<file path="src/rtl/core/msp_pkg.sv">
`timescale 1ns / 1ps
`default_nettype none
// ----------------------------------------------------------------------------
// Multi-stepper pulse generator package
// Shared constants, codes and types for the step/direction pulse generator.
// ----------------------------------------------------------------------------
package msp_pkg;

    localparam int MOTOR_COUNT = 4;
    localparam int MOTOR_IDX_W = (MOTOR_COUNT > 1) ? $clog2(MOTOR_COUNT) : 1;
    localparam int OUT_W       = 4;
    localparam int CHAR_W      = 8;
    localparam int CODE_W      = 4;
    localparam int COUNT_W     = 10;
    localparam int CFG_IDX_W   = 1;

    localparam logic [CHAR_W-1:0] ASCII_ZERO = 8'h30;
    localparam logic [CHAR_W-1:0] ASCII_NINE = 8'h39;

    typedef enum logic {
        OP_COMMAND = 1'b0,
        OP_TICK    = 1'b1
    } op_t;

    typedef enum logic [CFG_IDX_W-1:0] {
        CFG_OFF_CODE       = 1'b0,
        CFG_CLOCKWISE_CODE = 1'b1
    } cfg_idx_t;

    typedef struct packed {
        logic                   motor_ok;
        logic [MOTOR_IDX_W-1:0] motor;
        logic                   turn_off;
        logic                   count_ok;
        logic                   dir_level;
        logic [COUNT_W-1:0]     count;
    } cmd_t;

endpackage

`default_nettype wire

</file>
<file path="src/rtl/core/msp_cmd_decode.sv">
`timescale 1ns / 1ps
`default_nettype none
// ----------------------------------------------------------------------------
// Command decoder
// Turns the ASCII characters of a command word into a motor select, an
// on/off decision, a direction level and a binary step count.
// ----------------------------------------------------------------------------
module msp_cmd_decode (
    input  wire logic [msp_pkg::CHAR_W-1:0] motor_char,
    input  wire logic [msp_pkg::CHAR_W-1:0] enable_char,
    input  wire logic [msp_pkg::CHAR_W-1:0] direction_char,
    input  wire logic [msp_pkg::CHAR_W-1:0] hundreds_char,
    input  wire logic [msp_pkg::CHAR_W-1:0] tens_char,
    input  wire logic [msp_pkg::CHAR_W-1:0] ones_char,
    input  wire logic [msp_pkg::CODE_W-1:0] off_code,
    input  wire logic [msp_pkg::CODE_W-1:0] clockwise_code,
    output msp_pkg::cmd_t                   cmd
);

    logic [msp_pkg::CHAR_W-1:0]  motor_val;
    logic [msp_pkg::CHAR_W-1:0]  enable_val;
    logic [msp_pkg::CHAR_W-1:0]  direction_val;
    logic [msp_pkg::CHAR_W-1:0]  hundreds_val;
    logic [msp_pkg::CHAR_W-1:0]  tens_val;
    logic [msp_pkg::CHAR_W-1:0]  ones_val;
    logic                        hundreds_ok;
    logic                        tens_ok;
    logic                        ones_ok;
    logic [msp_pkg::COUNT_W-1:0] count_sum;

    assign motor_val     = motor_char - msp_pkg::ASCII_ZERO;
    assign enable_val    = enable_char - msp_pkg::ASCII_ZERO;
    assign direction_val = direction_char - msp_pkg::ASCII_ZERO;
    assign hundreds_val  = hundreds_char - msp_pkg::ASCII_ZERO;
    assign tens_val      = tens_char - msp_pkg::ASCII_ZERO;
    assign ones_val      = ones_char - msp_pkg::ASCII_ZERO;

    assign hundreds_ok = (hundreds_char >= msp_pkg::ASCII_ZERO)
                         && (hundreds_char <= msp_pkg::ASCII_NINE);
    assign tens_ok     = (tens_char >= msp_pkg::ASCII_ZERO)
                         && (tens_char <= msp_pkg::ASCII_NINE);
    assign ones_ok     = (ones_char >= msp_pkg::ASCII_ZERO)
                         && (ones_char <= msp_pkg::ASCII_NINE);

    // The digits are only used when all three are valid, so four bits each suffice.
    assign count_sum = msp_pkg::COUNT_W'(hundreds_val[3:0]) * msp_pkg::COUNT_W'(100)
                     + msp_pkg::COUNT_W'(tens_val[3:0]) * msp_pkg::COUNT_W'(10)
                     + msp_pkg::COUNT_W'(ones_val[3:0]);

    always_comb begin
        cmd.motor_ok  = (motor_char >= msp_pkg::ASCII_ZERO)
                        && (motor_val < msp_pkg::CHAR_W'(msp_pkg::MOTOR_COUNT));
        cmd.motor     = motor_val[msp_pkg::MOTOR_IDX_W-1:0];
        cmd.turn_off  = (enable_val == {{(msp_pkg::CHAR_W-msp_pkg::CODE_W){1'b0}}, off_code});
        cmd.count_ok  = hundreds_ok && tens_ok && ones_ok;
        cmd.dir_level = (direction_val
                         != {{(msp_pkg::CHAR_W-msp_pkg::CODE_W){1'b0}}, clockwise_code});
        cmd.count     = count_sum;
    end

endmodule

`default_nettype wire

</file>
<file path="src/rtl/core/multi_stepper_pulse_generator.sv">
`timescale 1ns / 1ps
`default_nettype none
// ----------------------------------------------------------------------------
// Multi-stepper pulse generator
// Step, direction and active-low enable lines for four stepper motors.
// ----------------------------------------------------------------------------
// Each input word is either a command, which sets one motor's enable,
// direction and three-digit step count from ASCII characters, or a tick,
// which toggles the step line of every motor with steps pending and counts
// a step on each falling edge. Every word produces exactly one result word
// holding the line levels after that word. A word is taken in every cycle in
// which the result side keeps up: the command decode and the per-motor updates
// are done in the cycle the word is accepted, and the result sits in an output
// register, so the result is presented in the cycle after the word is accepted
// and the throughput is one word per cycle whenever the result side keeps up.
// ----------------------------------------------------------------------------
module multi_stepper_pulse_generator (
    input  wire logic                              aclk,
    input  wire logic                              aresetn,

    input  wire logic                              cfg_wr_en,
    input  wire logic [msp_pkg::CFG_IDX_W-1:0]     cfg_index,
    input  wire logic [msp_pkg::CODE_W-1:0]        cfg_wdata,

    input  wire logic                              s_valid,
    output      logic                              s_ready,
    input  wire logic                              s_operation,
    input  wire logic [msp_pkg::CHAR_W-1:0]        s_motor_char,
    input  wire logic [msp_pkg::CHAR_W-1:0]        s_enable_char,
    input  wire logic [msp_pkg::CHAR_W-1:0]        s_direction_char,
    input  wire logic [msp_pkg::CHAR_W-1:0]        s_hundreds_char,
    input  wire logic [msp_pkg::CHAR_W-1:0]        s_tens_char,
    input  wire logic [msp_pkg::CHAR_W-1:0]        s_ones_char,

    output      logic                              m_valid,
    input  wire logic                              m_ready,
    output      logic [msp_pkg::OUT_W-1:0]         m_enable_lines,
    output      logic [msp_pkg::OUT_W-1:0]         m_direction_lines,
    output      logic [msp_pkg::OUT_W-1:0]         m_step_lines,
    output      logic [msp_pkg::OUT_W-1:0]         m_busy_motors,
    output      logic                              m_command_error
);

    localparam int MC = msp_pkg::MOTOR_COUNT;

    logic [msp_pkg::CODE_W-1:0]  off_code_reg;
    logic [msp_pkg::CODE_W-1:0]  clockwise_code_reg;

    logic [msp_pkg::COUNT_W-1:0] steps_left_reg [MC];
    logic [msp_pkg::COUNT_W-1:0] steps_left_next [MC];
    logic [MC-1:0]               step_level_reg;
    logic [MC-1:0]               step_level_next;
    logic [MC-1:0]               enable_level_reg;
    logic [MC-1:0]               enable_level_next;
    logic [MC-1:0]               direction_level_reg;
    logic [MC-1:0]               direction_level_next;
    logic [MC-1:0]               busy_now;
    logic [MC-1:0]               busy_next;
    logic                        error_next;

    logic                        m_valid_reg;
    logic [msp_pkg::OUT_W-1:0]   enable_out_reg;
    logic [msp_pkg::OUT_W-1:0]   direction_out_reg;
    logic [msp_pkg::OUT_W-1:0]   step_out_reg;
    logic [msp_pkg::OUT_W-1:0]   busy_out_reg;
    logic                        error_out_reg;
    logic [msp_pkg::OUT_W-1:0]   enable_out_next;
    logic [msp_pkg::OUT_W-1:0]   direction_out_next;
    logic [msp_pkg::OUT_W-1:0]   step_out_next;
    logic [msp_pkg::OUT_W-1:0]   busy_out_next;

    logic                        s_fire;
    msp_pkg::op_t                op;
    msp_pkg::cmd_t               cmd;

    assign s_ready = !m_valid_reg || m_ready;
    assign s_fire  = s_valid && s_ready;
    assign op      = msp_pkg::op_t'(s_operation);

    msp_cmd_decode u_decode (
        .motor_char     (s_motor_char),
        .enable_char    (s_enable_char),
        .direction_char (s_direction_char),
        .hundreds_char  (s_hundreds_char),
        .tens_char      (s_tens_char),
        .ones_char      (s_ones_char),
        .off_code       (off_code_reg),
        .clockwise_code (clockwise_code_reg),
        .cmd            (cmd)
    );

    always_ff @(posedge aclk) begin
        if (!aresetn) begin
            off_code_reg       <= '0;
            clockwise_code_reg <= '0;
        end else if (cfg_wr_en) begin
            case (msp_pkg::cfg_idx_t'(cfg_index))
                msp_pkg::CFG_OFF_CODE:       off_code_reg       <= cfg_wdata;
                msp_pkg::CFG_CLOCKWISE_CODE: clockwise_code_reg <= cfg_wdata;
                default: ;
            endcase
        end
    end

    always_comb begin
        step_level_next      = step_level_reg;
        enable_level_next    = enable_level_reg;
        direction_level_next = direction_level_reg;
        error_next           = 1'b0;
        for (int i = 0; i < MC; i++) begin
            steps_left_next[i] = steps_left_reg[i];
            busy_now[i]        = (steps_left_reg[i] != '0);
        end
        case (op)
            msp_pkg::OP_TICK: begin
                for (int i = 0; i < MC; i++) begin
                    if (busy_now[i]) begin
                        step_level_next[i] = !step_level_reg[i];
                        if (step_level_reg[i]) begin
                            steps_left_next[i] = steps_left_reg[i] - 1'b1;
                        end
                    end
                end
            end
            msp_pkg::OP_COMMAND: begin
                error_next = !cmd.motor_ok || (!cmd.turn_off && !cmd.count_ok);
                for (int i = 0; i < MC; i++) begin
                    if (cmd.motor_ok && cmd.motor == msp_pkg::MOTOR_IDX_W'(i)) begin
                        if (cmd.turn_off) begin
                            enable_level_next[i] = 1'b1;
                            steps_left_next[i]   = '0;
                        end else if (cmd.count_ok) begin
                            enable_level_next[i]    = 1'b0;
                            direction_level_next[i] = cmd.dir_level;
                            steps_left_next[i]      = cmd.count;
                        end
                    end
                end
            end
            default: ;
        endcase
        for (int i = 0; i < MC; i++) begin
            busy_next[i] = (steps_left_next[i] != '0);
        end
        enable_out_next    = '0;
        direction_out_next = '0;
        step_out_next      = '0;
        busy_out_next      = '0;
        for (int i = 0; i < msp_pkg::OUT_W; i++) begin
            if (i < MC) begin
                enable_out_next[i]    = enable_level_next[i];
                direction_out_next[i] = direction_level_next[i];
                step_out_next[i]      = step_level_next[i];
                busy_out_next[i]      = busy_next[i];
            end
        end
    end

    always_ff @(posedge aclk) begin
        if (!aresetn) begin
            step_level_reg      <= '0;
            enable_level_reg    <= '1;
            direction_level_reg <= '0;
            for (int i = 0; i < MC; i++) begin
                steps_left_reg[i] <= '0;
            end
        end else if (s_fire) begin
            step_level_reg      <= step_level_next;
            enable_level_reg    <= enable_level_next;
            direction_level_reg <= direction_level_next;
            for (int i = 0; i < MC; i++) begin
                steps_left_reg[i] <= steps_left_next[i];
            end
        end
    end

    always_ff @(posedge aclk) begin
        if (!aresetn) begin
            m_valid_reg <= 1'b0;
        end else if (s_fire) begin
            m_valid_reg <= 1'b1;
        end else if (m_ready) begin
            m_valid_reg <= 1'b0;
        end
    end

    always_ff @(posedge aclk) begin
        if (s_fire) begin
            enable_out_reg    <= enable_out_next;
            direction_out_reg <= direction_out_next;
            step_out_reg      <= step_out_next;
            busy_out_reg      <= busy_out_next;
            error_out_reg     <= error_next;
        end
    end

    assign m_valid           = m_valid_reg;
    assign m_enable_lines    = enable_out_reg;
    assign m_direction_lines = direction_out_reg;
    assign m_step_lines      = step_out_reg;
    assign m_busy_motors     = busy_out_reg;
    assign m_command_error   = error_out_reg;

    // A disabled motor never has steps pending.
    assert property (@(posedge aclk) disable iff (!aresetn)
        (busy_now & enable_level_reg) == '0)
        else $error("disabled motor has pending steps");

    // A tick never reports a command error.
    assert property (@(posedge aclk) disable iff (!aresetn)
        s_fire && op == msp_pkg::OP_TICK |=> !error_out_reg)
        else $error("error flagged on a tick");

    // A tick leaves the step line of an idle motor alone.
    assert property (@(posedge aclk) disable iff (!aresetn)
        s_fire && op == msp_pkg::OP_TICK
        |=> ((step_level_reg ^ $past(step_level_reg)) & ~$past(busy_now)) == '0)
        else $error("idle motor stepped");

    // A command changes the lines of at most one motor.
    assert property (@(posedge aclk) disable iff (!aresetn)
        s_fire && op == msp_pkg::OP_COMMAND
        |=> $onehot0((enable_level_reg ^ $past(enable_level_reg))
                     | (direction_level_reg ^ $past(direction_level_reg))))
        else $error("command touched more than one motor");

    // An accepted word always leaves a result waiting.
    assert property (@(posedge aclk) disable iff (!aresetn)
        s_fire |=> m_valid_reg)
        else $error("result lost after accept");

endmodule

`default_nettype wire

</file>
<file path="config.mk">
export PLATFORM = sky130hd
export DESIGN_NAME = multi_stepper_pulse_generator
export DESIGN_NICKNAME = d
export VERILOG_FILES = /design/src/rtl/core/msp_pkg.sv /design/src/rtl/core/msp_cmd_decode.sv /design/src/rtl/core/multi_stepper_pulse_generator.sv
export SDC_FILE = /design/constraint.sdc
export NUM_CORES = 1
export LEC_CHECK = 0
export CORE_UTILIZATION = 62
export CTS_CLUSTER_DIAMETER = 50
export DETAILED_ROUTE_END_ITERATION = 16
export DONT_BUFFER_PORTS = 1
export HOLD_SLACK_MARGIN = 0.02
export PLACE_DENSITY = 0.82
export SLEW_MARGIN = 10
export SYNTH_ARGS = -nofsm -noshare
export SYNTH_HDL_FRONTEND = slang
export SYNTH_SLANG_ARGS = --single-unit
</file>
<file path="constraint.sdc">
create_clock -name aclk -period 5.7 [get_ports aclk]
set_input_delay 1.14 -clock aclk [delete_from_list [all_inputs] [get_ports aclk]]
set_output_delay 1.14 -clock aclk [all_outputs]
set_load 0.03 [all_outputs]
</file>
==> flow_metrics.env, run 1 <==
export IMPL_clk_pin_slew_worst_paths_ns=0.09
export IMPL_worstSetupEndpointType="register"
export IMPL_synth_top_area_share=0.290
export IMPL_fill_cells=753
export IMPL_clock_latency_ns=0.37
export IMPL_post_synth_top_area_cell="edfxtp_1"
export IMPL_cp_slowest_cell="nor4_1"
export IMPL_grt_ovfl_total=0
export IMPL_cts_buffers=9
export IMPL_switchingPower_mw=0.467
export IMPL_cp_common_cell="ha_1"
export IMPL_grt_max_degree=65
export IMPL_diodes=0
export IMPL_finalCritPeriodShare=0.793
export IMPL_synth_compound_area_frac=0.194
export IMPL_cts_setup_buffers=0
export IMPL_dp_hpwl_mm=11.1
export IMPL_grt_pass1_vias=4931
export IMPL_io_pins=78
export IMPL_syn_instance_count=664
export IMPL_final_cell_mix="79 x nor2_1, 57 x nand2_1, 57 x edfxtp_1"
export IMPL_die_area_um2=9920
export IMPL_synth_area_leaders="edfxtp_1 29%, dfxtp_1 7.1%, ha_1 7.0%"
export IMPL_numPortBuffers=0
export IMPL_synth_adder_area_share=0.0868
export IMPL_wl_per_cell_um=19.9
export IMPL_num_vias=5184
export IMPL_largest_reg_flops=40
export IMPL_finClkSkew_ns=0.0145
export IMPL_dr_first_iter_drc_count=407
export IMPL_antenna_left=0
export IMPL_timing_fmax_mhz=221
export IMPL_hold_class="register to register"
export IMPL_drive_above_1_share=0.0642
export IMPL_postCtsResizedCells=0
export IMPL_slowest_delay_ns=0.80
export IMPL_internal_power_mw=0.970
export IMPL_power_share_switching=0.325
export IMPL_status="complete, no violations"
export IMPL_multi_input_area_um2=3540
export IMPL_start_util=0.639
export IMPL_clockBufferDepth=2
export IMPL_hold_buffers=0
export IMPL_vias_per_cell=6.62
export IMPL_place_gp_congestion=0.883
export IMPL_synthMuxAreaShare=0.0246
export IMPL_fin_crit_ns=4.52
export IMPL_powerDensity_nw_per_um2=234
export IMPL_die_x_um=99.6
export IMPL_setup_viol=0
export IMPL_synth_edf_count=57
export IMPL_synth_top_family_by_area="simple AND/OR/NAND/NOR gates"
export IMPL_crit_type="primary input to register"
export IMPL_ys_ff_latch=78
export IMPL_leakagePower_nw=2.31
export IMPL_path_cells="ha_1, ha_1, fa_1, xor2_1, ha_1, ha_1, nor3_1, a21oi_1, a21bo_2, nor4_1, a221oi_1, a21oi_1, a211oi_1, nand4_1"
export IMPL_ir_drop_mv=0.144
export IMPL_seq_area_um2=2130
export IMPL_track_usage=0.322
export IMPL_async_reset_ff_frac=0
export IMPL_p_total_mw=1.44
export IMPL_cts_sinks=78
export IMPL_die_h_um=99.6
export IMPL_p_comb_frac=0.231
export IMPL_slew_violations=0
export IMPL_final_common_cell="nor2_1"
export IMPL_firstDrtPassIters=7
export IMPL_rsz0062_at_grt="false"
export IMPL_wirelength_mm=15.5
export IMPL_synthXorXnorAreaFrac=0.0489
export IMPL_slew_headroom=0.290
export IMPL_cts_tree="built"
export IMPL_finalHoldViolCount=0
export IMPL_ys_types=82
export IMPL_crit_arrival_ns=4.74
export IMPL_final_net_count=746
export IMPL_synth_warnings=0
export IMPL_setup_tns_ns=0
export IMPL_fp_coreArea_um2=9240
export IMPL_htree_levels=3
export IMPL_synth_top_flop_cell="edfxtp_1"
export IMPL_top_layer_used="met4"
export IMPL_antenna_found_initial=0
export IMPL_syn_area_per_cell_um2=8.90
export IMPL_required_ns=5.92
export IMPL_wl_met3_mm=1.50
export IMPL_crit_fanout=6
export IMPL_num_rows=35
export IMPL_syn_nets=761
export IMPL_dr_wl_met2_mm=7.28
export IMPL_pwr_share_clk=0.283
export IMPL_cp_start_kind="primary input"
export IMPL_drv_cap=0
export IMPL_drc_errors=0
export IMPL_cts_root_buf="clkbuf_8"
export IMPL_synth_area_um2=5910
export IMPL_grt_pass1_wl_mm=24.7
export IMPL_syn2layout_area_growth_pct=4.15
export IMPL_wl_met1_mm=6.37
export IMPL_synth_simple_area_share=0.245
export IMPL_seqPwrFrac=0.487
export IMPL_tightest_slew_ns=1.06
export IMPL_ys_seq_area_frac=0.361
==> metrics by stage <==
| step | std cells | hold WS (ns) | area [um^2] | setup slack (ns) | utilization |
|---|---|---|---|---|---|
| global route | 783 | 0.520 | 6150 | 0.965 | 0.666 |
| CTS | 783 | 0.485 | 6150 | 1.30 | 0.666 |
| floorplan | 664 | 0.441 | 5910 | 1.34 | - |
| finish | 783 | 0.487 | 6150 | 1.18 | 0.666 |
| detailed placement | 767 | 0.464 | 5970 | 0.944 | 0.646 |
| global placement | 767 | 0.450 | 5970 | 1.03 | 0.646 |
==> power by group through the flow <==
stage | Combinational (mW) | Sequential [mW] | Clock, mW
2_1_floorplan | 0.268 | 0.697 | 0
5_1_grt | 0.368 | 0.703 | 0.423
3_3_place_gp | 0.318 | 0.709 | 0
3_5_place_dp | 0.325 | 0.710 | 0
4_1_cts | 0.327 | 0.698 | 0.403
6_report | 0.331 | 0.699 | 0.407
==> layout make-up <==
class,count,share of cell area
clock buffers,11,0.0248
clock inverters,5,0.00529
inverters,28,0.0171
multi-input cells,528,0.575
flip-flops and latches,78,0.347
well taps,129,0.0262
repair buffers,4,0.00488
==> metal layers <==
layer,vias to the layer above,track usage
met5,-,0
met4,0,0.117
met3,33,0.0801
met2,270,0.521
met1,2435,0.419
li1,2446,-
==> synth_stat cells (all sizes together) (3+ instances only) <==
library cell	instances
nor2	81
nand2	58
edfxtp	57
o21ai	43
a21oi	39
ha	33
inv	28
clkbuf	23
dfxtp	21
nand3	19
nor2b	17
xor2	17
nor3	16
xnor2	16
nand4	15
a211oi	14
nor4	13
a21boi	10
mux2i	10
nand2b	8
a211o	7
and3	7
buf	7
nor3b	7
or3	7
or4	6
a21o	5
a31oi	5
fa	5
o21a	5
a221oi	4
mux2	4
nor4b	4
a31o	3
o211ai	3
o221ai	3
o22ai	3
o31ai	3
or2	3
or4b	3
==> critical path: cells and delay by family <==
kind                       cells  cell delay [ns]
adders and majority gates      5             1.58
xor gates and xnor gates       1             0.16
AOI/OAI and AO/OA              5             0.88
and+or+nand+nor                3             0.99
==> kinds of logic after synthesis <==
family | Yosys count
adders and majority gates | 38
buffers and inverters | 58
xor gates and xnor gates | 33
DFF | 78
muxes | 14
AOI/OAI and AO/OA | 170
and+or+nand+nor | 273
==> worst paths after layout <==
kind                    startpoint                    end  slack [ns]  depth (start not counted)
min          clockwise_code_reg[3]  clockwise_code_reg[3]        0.49                          2
max                 s_tens_char[1]       m_busy_motors[0]        1.18                         14
max reg2reg   steps_left_reg[0][7]       m_busy_motors[0]        2.72                          8
min reg2reg  clockwise_code_reg[3]  clockwise_code_reg[3]        0.49                          2
No activity file was read; power rests on OpenSTA's default activity.
==> run 2: changes to the inputs <==
ABC_AREA = 1   (was unset)
clock period = 4.4 ns   (was 5.7 ns; I/O delays follow)
==> flow_metrics.env, run 2 <==
export IMPL_num_vias=6307
export IMPL_finalHoldViolCount=0
export IMPL_slew_headroom=0.288
export IMPL_grt_ovfl_total=0
export IMPL_placed_area_um2=6520
export IMPL_dp_hpwl_mm=11.6
export IMPL_ir_drop_mv=0.193
export IMPL_powerDensity_nw_per_um2=316
export IMPL_numPortBuffers=0
export IMPL_worstSetupEndpointType="register"
export IMPL_ys_ff_latch=78
export IMPL_fin_crit_ns=3.70
export IMPL_hold_class="register to register"
export IMPL_die_h_um=104
export IMPL_cts_buffers=9
export IMPL_fill_cells=920
export IMPL_dr_first_iter_drc_count=707
export IMPL_post_synth_top_area_cell="edfxtp_1"
export IMPL_place_gp_congestion=0.918
export IMPL_largest_reg_flops=40
export IMPL_wl_per_cell_um=14.9
export IMPL_r2r_cells=11
export IMPL_clockBufferDepth=2
export IMPL_final_common_cell="nand2_1"
export IMPL_seqPwrFrac=0.425
export IMPL_drive_above_1_share=0.0331
export IMPL_required_ns=4.51
export IMPL_ys_seq_area_frac=0.331
export IMPL_finClkSkew_ns=0.0190
export IMPL_seq_area_um2=2130
export IMPL_antenna_found_initial=0
export IMPL_p_total_mw=2.13
export IMPL_drc_errors=0
export IMPL_worstSetupEndpoint="m_busy_motors[0]"
export IMPL_hold_ws_ns=0.480
export IMPL_track_usage=0.313
export IMPL_io_pins=78
export IMPL_num_rows=36
export IMPL_stdcell_area_um2=6740
export IMPL_crit_fanout=5
export IMPL_cts_tree="built"
export IMPL_synth_commonest_cells="272 x nand2_1, 133 x nor2_1, 128 x inv_1"
export IMPL_async_reset_ff_frac=0
export IMPL_p_comb_frac=0.275
export IMPL_cts_sinks=78
export IMPL_die_area_um2=10800
export IMPL_rsz0062_at_grt="false"
export IMPL_finalCritPeriodShare=0.841
export IMPL_start_util=0.651
export IMPL_yosysMostFrequentCell="nand2_1"
export IMPL_switchingPower_mw=0.767
export IMPL_syn_nets=1067
export IMPL_cp_start_kind="primary input"
export IMPL_crit_arrival_ns=3.81
export IMPL_die_x_um=104
export IMPL_slew_violations=0
export IMPL_syn_instance_count=970
export IMPL_setup_viol=0
export IMPL_reg2reg_to="m_busy_motors[3]"
export IMPL_postCtsResizedCells=0
export IMPL_cts_setup_buffers=0
export IMPL_ys_types=39
export IMPL_internal_power_mw=1.36
export IMPL_final_cell_mix="272 x nand2_1, 133 x nor2_1, 128 x inv_1"
export IMPL_synth_warnings=0
export IMPL_leakagePower_nw=3.16
export IMPL_antenna_left=0
export IMPL_final_net_count=1058
export IMPL_synth_top_area_share=0.265
export IMPL_diodes=0
export IMPL_syn_area_per_cell_um2=6.65
export IMPL_hold_buffers=0
export IMPL_firstDrtPassIters=6
export IMPL_drv_cap=0
export IMPL_grt_pass1_wl_mm=27.4
export IMPL_wirelength_mm=16.3
export IMPL_htree_levels=3
export IMPL_clock_latency_ns=0.36
export IMPL_setup_tns_ns=0
export IMPL_grt_pass1_vias=5874
export IMPL_clk_pin_slew_worst_paths_ns=0.09
export IMPL_synth_edf_count=57
export IMPL_vias_per_cell=5.74
export IMPL_rrSetupSlack_ns=2.03
export IMPL_multi_input_area_um2=3710
export IMPL_status="complete, no violations"
export IMPL_crit_start="s_tens_char[1]"
export IMPL_tightest_slew_ns=1.07
export IMPL_pwr_share_clk=0.300
export IMPL_synth_area_leaders="edfxtp_1 27%, nand2_1 16%, nor2_1 7.7%"
export IMPL_synth_top_flop_cell="edfxtp_1"
export IMPL_timing_fmax_mhz=270
export IMPL_synth_area_um2=6450
export IMPL_cts_root_buf="clkbuf_8"
export IMPL_r2r_start="steps_left_reg[3][0]"
export IMPL_syn2layout_area_growth_pct=4.52
export IMPL_grt_max_degree=58
export IMPL_power_share_switching=0.360
export IMPL_fp_coreArea_um2=9910
export IMPL_crit_type="primary input to register"
run 2: cell families after synthesis:
group	Yosys count	synth area share
flops	78	0.331
xor+xnor	20	0.0272
buf+inv	153	0.0945
simple gates	530	0.345
compound gates	151	0.123
fa+ha+maj	38	0.0796
run 2: final cells by class:
type | count | area share
clock buffer | 9 | 0.0184
clock inverter | 7 | 0.0149
inverter | 130 | 0.0724
multi-input combinational | 739 | 0.550
sequential | 78 | 0.316
tap | 133 | 0.0247
timing repair buffer | 3 | 0.00334
run 2: worst max-delay path, stage by stage:
cell     delay, ns
ha_1          0.27
ha_1          0.22
fa_1          0.38
xor2_1        0.15
ha_1          0.30
ha_1          0.36
a21oi_1       0.25
nand3_1       0.11
nand2_1       0.07
nand3_1       0.07
nand2_1       0.20
nand2_1       0.07
a21oi_1       0.21
nand2_1       0.08
nor2_1        0.11
nand3_1       0.08
run 2: metrics by stage:
step	std cells	setup WS (ns)	util
floorplan	970	0.648	-
global placement	1083	0.450	0.658
detailed placement	1083	0.380	0.658
CTS	1099	0.735	0.680
global route	1099	0.456	0.680
finish	1099	0.701	0.680
run 2: power by group through the flow:
stage          registers, mW  logic [mW]  clock network [mW]
3_3_place_gp           0.921       0.566                   0
4_1_cts                0.905       0.576               0.637
3_5_place_dp           0.921       0.572                   0
6_report               0.906       0.586               0.638
5_1_grt                0.913       0.668               0.666
2_1_floorplan          0.901       0.458                   0
run 2: worst min-delay path by stage:
stage               depth (start not counted)                  end  slack [ns]                start
floorplan                                   2      off_code_reg[0]        0.44      off_code_reg[0]
global placement                            2  enable_level_reg[2]        0.46  enable_level_reg[2]
detailed placement                          2      off_code_reg[0]        0.46      off_code_reg[0]
CTS                                         2  enable_level_reg[0]        0.48  enable_level_reg[0]
global route                                2      off_code_reg[3]        0.51      off_code_reg[3]
finish                                      2      off_code_reg[0]        0.48      off_code_reg[0]
run 2: per-layer routing:
| metal | vias to the layer above | track usage | share of wire |
|---|---|---|---|
| li1 | 3147 | - | - |
| met1 | 2795 | 0.404 | 0.41 |
| met2 | 321 | 0.517 | 0.47 |
| met3 | 44 | 0.0608 | 0.092 |
| met5 | - | 0 | 0 |
| met4 | 0 | 0.118 | 0.031 |
